## src/rmq_pkg.sv

```systemverilog
package rmq_pkg;

   localparam int ELEM_W        = 16;
   localparam int OUT_W         = 16;
   localparam int NUM_W         = ELEM_W + 1;   // sum or difference of two elements
   localparam int Q_W           = OUT_W + 1;    // quotient bits kept before saturation
   localparam int FRAC_BITS_DEF = 14;
   localparam int SAT_MAX       = 32767;
   localparam int SAT_MIN_MAG   = 32768;

   // where s/2 lands; the other three slots take the numerator lanes in order
   typedef enum logic [1:0] {
      SEL_W,
      SEL_X,
      SEL_Y,
      SEL_Z
   } rmq_sel_type;

   typedef struct packed {
      logic signed [ELEM_W-1:0] elem_00;
      logic signed [ELEM_W-1:0] elem_01;
      logic signed [ELEM_W-1:0] elem_02;
      logic signed [ELEM_W-1:0] elem_10;
      logic signed [ELEM_W-1:0] elem_11;
      logic signed [ELEM_W-1:0] elem_12;
      logic signed [ELEM_W-1:0] elem_20;
      logic signed [ELEM_W-1:0] elem_21;
      logic signed [ELEM_W-1:0] elem_22;
   } rmq_req_type;

   typedef struct packed {
      logic signed [OUT_W-1:0] quat_x;
      logic signed [OUT_W-1:0] quat_y;
      logic signed [OUT_W-1:0] quat_z;
      logic signed [OUT_W-1:0] quat_w;
      logic                    degenerate;
   } rmq_rsp_type;

   typedef struct packed {
      logic signed [NUM_W-1:0] num0;
      logic signed [NUM_W-1:0] num1;
      logic signed [NUM_W-1:0] num2;
      rmq_sel_type             sel;
      logic                    degen;
   } rmq_side_type;

   typedef struct packed {
      logic [OUT_W-1:0] half;
      rmq_sel_type      sel;
      logic             degen;
   } rmq_tail_type;

   // signed radicand width for a given fraction width
   function automatic int rad_width(input int frac_bits);
      int w;
      w = frac_bits + 2;
      if (w < 19) begin
         w = 19;
      end
      return w;
   endfunction

endpackage

```

## src/rmq_sqrt.sv

```systemverilog
module rmq_sqrt
   import rmq_pkg::*;
#(
   parameter int FRAC_BITS = FRAC_BITS_DEF,
   parameter int X_W       = rad_width(FRAC_BITS) - 1 + FRAC_BITS,
   parameter int S_W       = (X_W + 1) / 2
) (
   input  logic               clock,
   input  logic               reset,
   input  logic               in_valid,
   input  logic [X_W-1:0]     in_x,
   input  rmq_side_type       in_side,
   output logic               out_valid,
   output logic [S_W-1:0]     out_root,
   output rmq_side_type       out_side
);

   typedef struct packed {
      logic               v;
      logic [S_W+1:0]     rem;
      logic [S_W-1:0]     root;
      logic [2*S_W-1:0]   x;
      rmq_side_type       side;
   } stg_type;

   stg_type head;
   stg_type stg_ff [1:S_W];

   always_comb begin
      head.v    = in_valid;
      head.rem  = '0;
      head.root = '0;
      head.x    = (2*S_W)'(in_x);
      head.side = in_side;
   end

   // one root bit per stage, two radicand bits consumed per stage
   for (genvar g = 1; g <= S_W; g++) begin : g_stage
      stg_type        src;
      stg_type        stg_in;
      logic [S_W+1:0] rsh;
      logic [S_W+1:0] trial;

      if (g == 1) begin : g_first
         assign src = head;
      end else begin : g_rest
         assign src = stg_ff[g-1];
      end

      always_comb begin
         rsh    = {src.rem[S_W-1:0], src.x[2*S_W-1 -: 2]};
         trial  = {src.root, 2'b01};
         stg_in = src;
         stg_in.x = {src.x[2*S_W-3:0], 2'b00};
         if (rsh >= trial) begin
            stg_in.rem  = rsh - trial;
            stg_in.root = {src.root[S_W-2:0], 1'b1};
         end else begin
            stg_in.rem  = rsh;
            stg_in.root = {src.root[S_W-2:0], 1'b0};
         end
      end

      always_ff @(posedge clock) begin
         if (reset) begin
            stg_ff[g].v <= 1'b0;
         end else begin
            stg_ff[g] <= stg_in;
         end
      end
   end

   assign out_valid = stg_ff[S_W].v;
   assign out_root  = stg_ff[S_W].root;
   assign out_side  = stg_ff[S_W].side;

endmodule

```

## config.mk

```make
export PLATFORM = sky130hd
export DESIGN_NAME = rmq_sqrt
export DESIGN_NICKNAME = d
export VERILOG_FILES = /design/src/rmq_pkg.sv /design/src/rmq_sqrt.sv
export SDC_FILE = /design/constraint.sdc
export NUM_CORES = 2
export LEC_CHECK = 0
export BUFFER_PORTS_ARGS = -buffer_cell sky130_fd_sc_hd__buf_4
export CAP_MARGIN = 5
export CORE_UTILIZATION = 50
export CTS_CLUSTER_DIAMETER = 80
export DETAILED_ROUTE_END_ITERATION = 8
export PLACE_DENSITY = 0.66
export RECOVER_POWER = 100
export SYNTH_ARGS = -nofsm -noshare
export SYNTH_HDL_FRONTEND = slang
export SYNTH_SLANG_ARGS = --single-unit
export TNS_END_PERCENT = 5
```

## constraint.sdc

```tcl
create_clock -name clock -period 46.2 [get_ports clock]
set_clock_uncertainty 0.15 [all_clocks]
set_input_delay 4.62 -clock clock [delete_from_list [all_inputs] [get_ports clock]]
set_output_delay 4.62 -clock clock [all_outputs]
set_load 0.01 [all_outputs]
```

Word-level counts from Yosys, hierarchy flattened
Memories as Yosys holds them, arrays and structs flattened.
Cells that the tools add are included.
{ "word_totals": {"ff_bits": 0, "ramBits": 1904, "input_bits": 89, "output_inout_bits": 71, "elab_cells": 84, "n_memories": 1} }
{ "memory_table": {"columns": ["memory", "words", "width", "read_ports", "rd_ports_with_merged_regs", "write_ports", "line_no", "text"], "rows": [
  ["stg_ff", 16, 119, 16, 0, 16, "rmq_sqrt.sv:27", "stg_type stg_ff [1:S_W];"]
]} }
{ "classes": {"n_addsub": 16, "magnitude_cmp": 16, "mux": 35, "n_bitwise": 16} }
{ "ops": {"columns": ["op", "count"], "rows": [
  ["34-bit two-way mux", 16],
  ["18-bit greater-or-equal comparator", 15],
  ["18-bit subtractor", 15],
  ["1-bit two-way mux", 19],
  ["1-bit OR", 16],
  ["2-bit by 1-bit subtractor with 3-bit output (second input constant)", 1],
  ["2-bit by 1-bit greater-or-equal comparator with 1-bit output (second input constant)", 1]
]} }

Depth between registers and ports, before layout
{ "logic_depth": {"ltp_word": 3, "mapped_depth": 10, "ltp_nobuf": 10} }

Worst setup path before layout
No wires, ideal clock.
{ "synth_timing": {"path_kind": "input to register", "startpoint": "in reset", "endpoint": "reg, netlist name stg_ff[0][1000]", "setup_time_ns": 1.786, "t_arrival_ns": 32.832, "required_time_ns": 44.264, "setup_slack_ns": 11.432, "stages": 2, "n_path_buf": 1, "path_cell_list": "clkbuf_1 -> inv_1"} }
{ "synth_lines": {"columns": ["item", "line_no", "text"], "rows": [
  ["start, declared", "rmq_sqrt.sv:9", "input logic reset,"]
]} }

==> results.toml <==
[outcome]
run_status = "complete, but fails checks"
failed_checks = "max-capacitance violations, max-slew violations"

[synth]
ys_async_sr_fraction = 0
synth_nets = 3164
synth_top_cell_area_share = 0.8180
syn_avg_cell_area_sq_um = 18.39
synth.area.top_cells = "edfxtp_1 (82%), ha_1 (3.5%), xnor2_1 (1.5%)"
ys_types = 69
synth-edff-count = 1464
synth_seq_cells = 1480
yosysSeqAreaShare = 0.8239
syn_inst = 2923
synth_ff_type = "edfxtp_1"
ys_warn_count = 0
synth_top_cell_by_area = "edfxtp_1"
syn-cell-area_sq_um = 53750

[worst_setup_path]
worstPathArrival_ps = 21250
startpoint_type = "input port"
end_kind = "flip-flop"
worstPathCellList = "clkbuf_1, clkinvlp_2, clkbuf_1, clkbuf_1, clkbuf_1"
critical-path-slowest-cell = "clkbuf_1"
slowest_delay_ps = 6910
crit_type = "input port to flip-flop"
crit_required_ps = 46290
cp_common_cell = "clkbuf_1"
worstPathMaxFanout = 197

[sta]
min_period_ps = 21160
hold_viol = 0
slew_headroom = -5.989
rsz0062_at_grt = "no"
worst_slew_pin_slew_ps = 10480
setup_viol = 0
setup_tns_ps = 0
drv_slew = 1523
period_share = 0.4581
hold_slack_ps = 259.5
fmax_ghz = 0.04725

[cts]
clkSlewWorstSetupHoldPaths_ps = 60
worstSkewPairLatency_ps = 750
numClockSinks = 1480
cts_resized = 0
cts-root-buf = "clkbuf_16"
post_cts_buffers = 0
clockBufferDepth = 3
cts_hold_buf = 0
h-tree-depth = 4
numCtsBuffers = 151
tritoncts = "done"

[global_routing]
grt_overflow = 0
grt.total_usage = 0.1387
antenna_found_initial = 3
grt_pass1_wl_um = 120600
use_met1 = 0.1635
grt_pass1_vias = 24348
gr-max-usage-layer = "met2"
grt_util_met3 = 0.03381
grt_max_degree = 217
met2_usage = 0.2369

[cells_and_area]
largest_reg_flops = 1480
finish.net_count = 3467
top_register = "stg_ff"
diodes = 0
drive_above_1_share = 0.1012
final_common_cell = "edfxtp_1"
reg_top3 = "stg_ff: 1480 flops"
layout_common_cells = "edfxtp_1 (1464), inv_1 (177), clkbuf_16 (157)"
area_growth_pct = 13.69
fill_cells = 7848
fin_area_sq_um = 61100

[place]
gp_congestion = 0.9034
numPortBuffers = 159
dp_hpwl_um = 46140
placed_area_sq_um = 56740

[pwr]
p_leak_nw = 21.98
seq_power_share = 0.545
peakVddDrop_v = 0.00002710
power.switching_mw = 0.6660
total_power_mw = 3.047
power.clock.fraction = 0.375
power_density_nw_per_um2 = 49.86
p_sw_frac = 0.2186
p_int_mw = 2.381
p_comb_frac = 0.080

[floorplan]
io_pins = 160
die_h_um = 329.9
start_util = 0.5077
die_area_sq_um = 108800
std_cell_rows = 119
die_w_um = 329.9
core_sq_um = 105900

[route]
dr.first_iter.drc_count = 1478
ant_nets = 0
dr_total_vias = 24241
drc = 0
drt-total-wl_um = 74240
vias_per_cell = 5.113
drtPass1Iterations = 5
wl_per_cell_um = 15.66

[hold_path]
holdCritPathClass = "flip-flop to flip-flop"

[flow_run]
maxCapViolCount = 15
==> power by group through the flow <==
stage / sequential (mW) / clock, mW / combinational, mW
floorplan: 1.74 / 0 / 0.187
global placement: 1.67 / 0 / 0.239
detailed placement: 1.68 / 0 / 0.247
CTS: 1.65 / 1.18 / 0.250
global route: 1.67 / 1.24 / 0.273
finish: 1.66 / 1.14 / 0.245
==> synthesized netlist by cell type (3+ instances only) <==
| cell | number |
|---|---|
| nand2_1 | 91 |
| nor3b_1 | 6 |
| a21o_1 | 32 |
| ha_1 | 152 |
| nand3b_1 | 5 |
| clkbuf_1 | 14 |
| o31a_1 | 9 |
| nand4_1 | 22 |
| a311oi_1 | 3 |
| nand2b_1 | 34 |
| or3_1 | 23 |
| nand3_1 | 30 |
| and3_1 | 12 |
| o211ai_1 | 15 |
| and2_1 | 8 |
| dfxtp_1 | 16 |
| o21ai_0 | 88 |
| a31oi_1 | 7 |
| a21oi_1 | 128 |
| a211oi_1 | 14 |
| or2_2 | 5 |
| a31o_2 | 3 |
| o211a_1 | 4 |
| o21bai_1 | 4 |
| nor4_1 | 24 |
| nor4b_1 | 3 |
| nor2_1 | 144 |
| o2111ai_1 | 3 |
| or4_1 | 6 |
| nor3_1 | 48 |
| inv_1 | 178 |
| edfxtp_1 | 1464 |
| xor2_1 | 68 |
| o31ai_1 | 14 |
| buf_2 | 6 |
| a21boi_0 | 3 |
| xnor2_1 | 90 |
| mux2i_1 | 8 |
| o21a_1 | 24 |
| or3_4 | 3 |
| mux2_2 | 37 |
| nor2b_1 | 38 |
==> path summary, 6_finish.rpt <==
kind | from | endpoint | slack [ps] | cells past startpoint
min reg2reg | stg_ff[0][1450] | stg_ff[0][1569] | 260 | 0
max reg2reg | stg_ff[0][1036] | stg_ff[0][1174] | 41930 | 8
min | stg_ff[0][1450] | stg_ff[0][1569] | 260 | 0
max | reset | stg_ff[0][403] | 25040 | 5
==> stage by stage <==
stage,setup WS (ps),instances,util
CTS,38170,4741,0.5812
global route,22780,4741,0.5772
finish,25040,4741,0.5772
detailed placement,37340,4464,0.5360
floorplan,11430,2923,-
global placement,37530,4464,0.5360
==> worst max-delay path: cells and delay by family <==
family                 cells  cell delay, ps
buffers and inverters      5           16260
==> cell families after synthesis <==
| logic type | share of synthesized area |
|---|---|
| adder cells (fa/ha/maj) | 0.03538 |
| multiplexers | 0.009521 |
| flip-flops | 0.8239 |
| AND/OR/NAND/NOR | 0.04838 |
| buffers and inverters | 0.01453 |
| other | 0.00006977 |
| XOR/XNOR | 0.02575 |
| AO/OA/AOI/OAI | 0.04246 |
==> routing by layer <==
| layer | vias up | part of all wire |
|---|---|---|
| li1 | 11782 | - |
| met1 | 11757 | 0.41 |
| met2 | 496 | 0.51 |
| met3 | 206 | 0.046 |
| met4 | 0 | 0.035 |
| met5 | - | 0 |
==> area by class of cell <==
type                       count  area [sq um]  area share
tap                         1391          1740     0.02848
inverter                     181         680.7     0.01114
multi-input combinational   1239          8653      0.1416
clock inverter                88         705.7     0.01155
timing repair buffer         173         960.9     0.01573
sequential                  1480         44280      0.7247
clock buffer                 189          4079     0.06676
(Power assumes the default switching activity.)
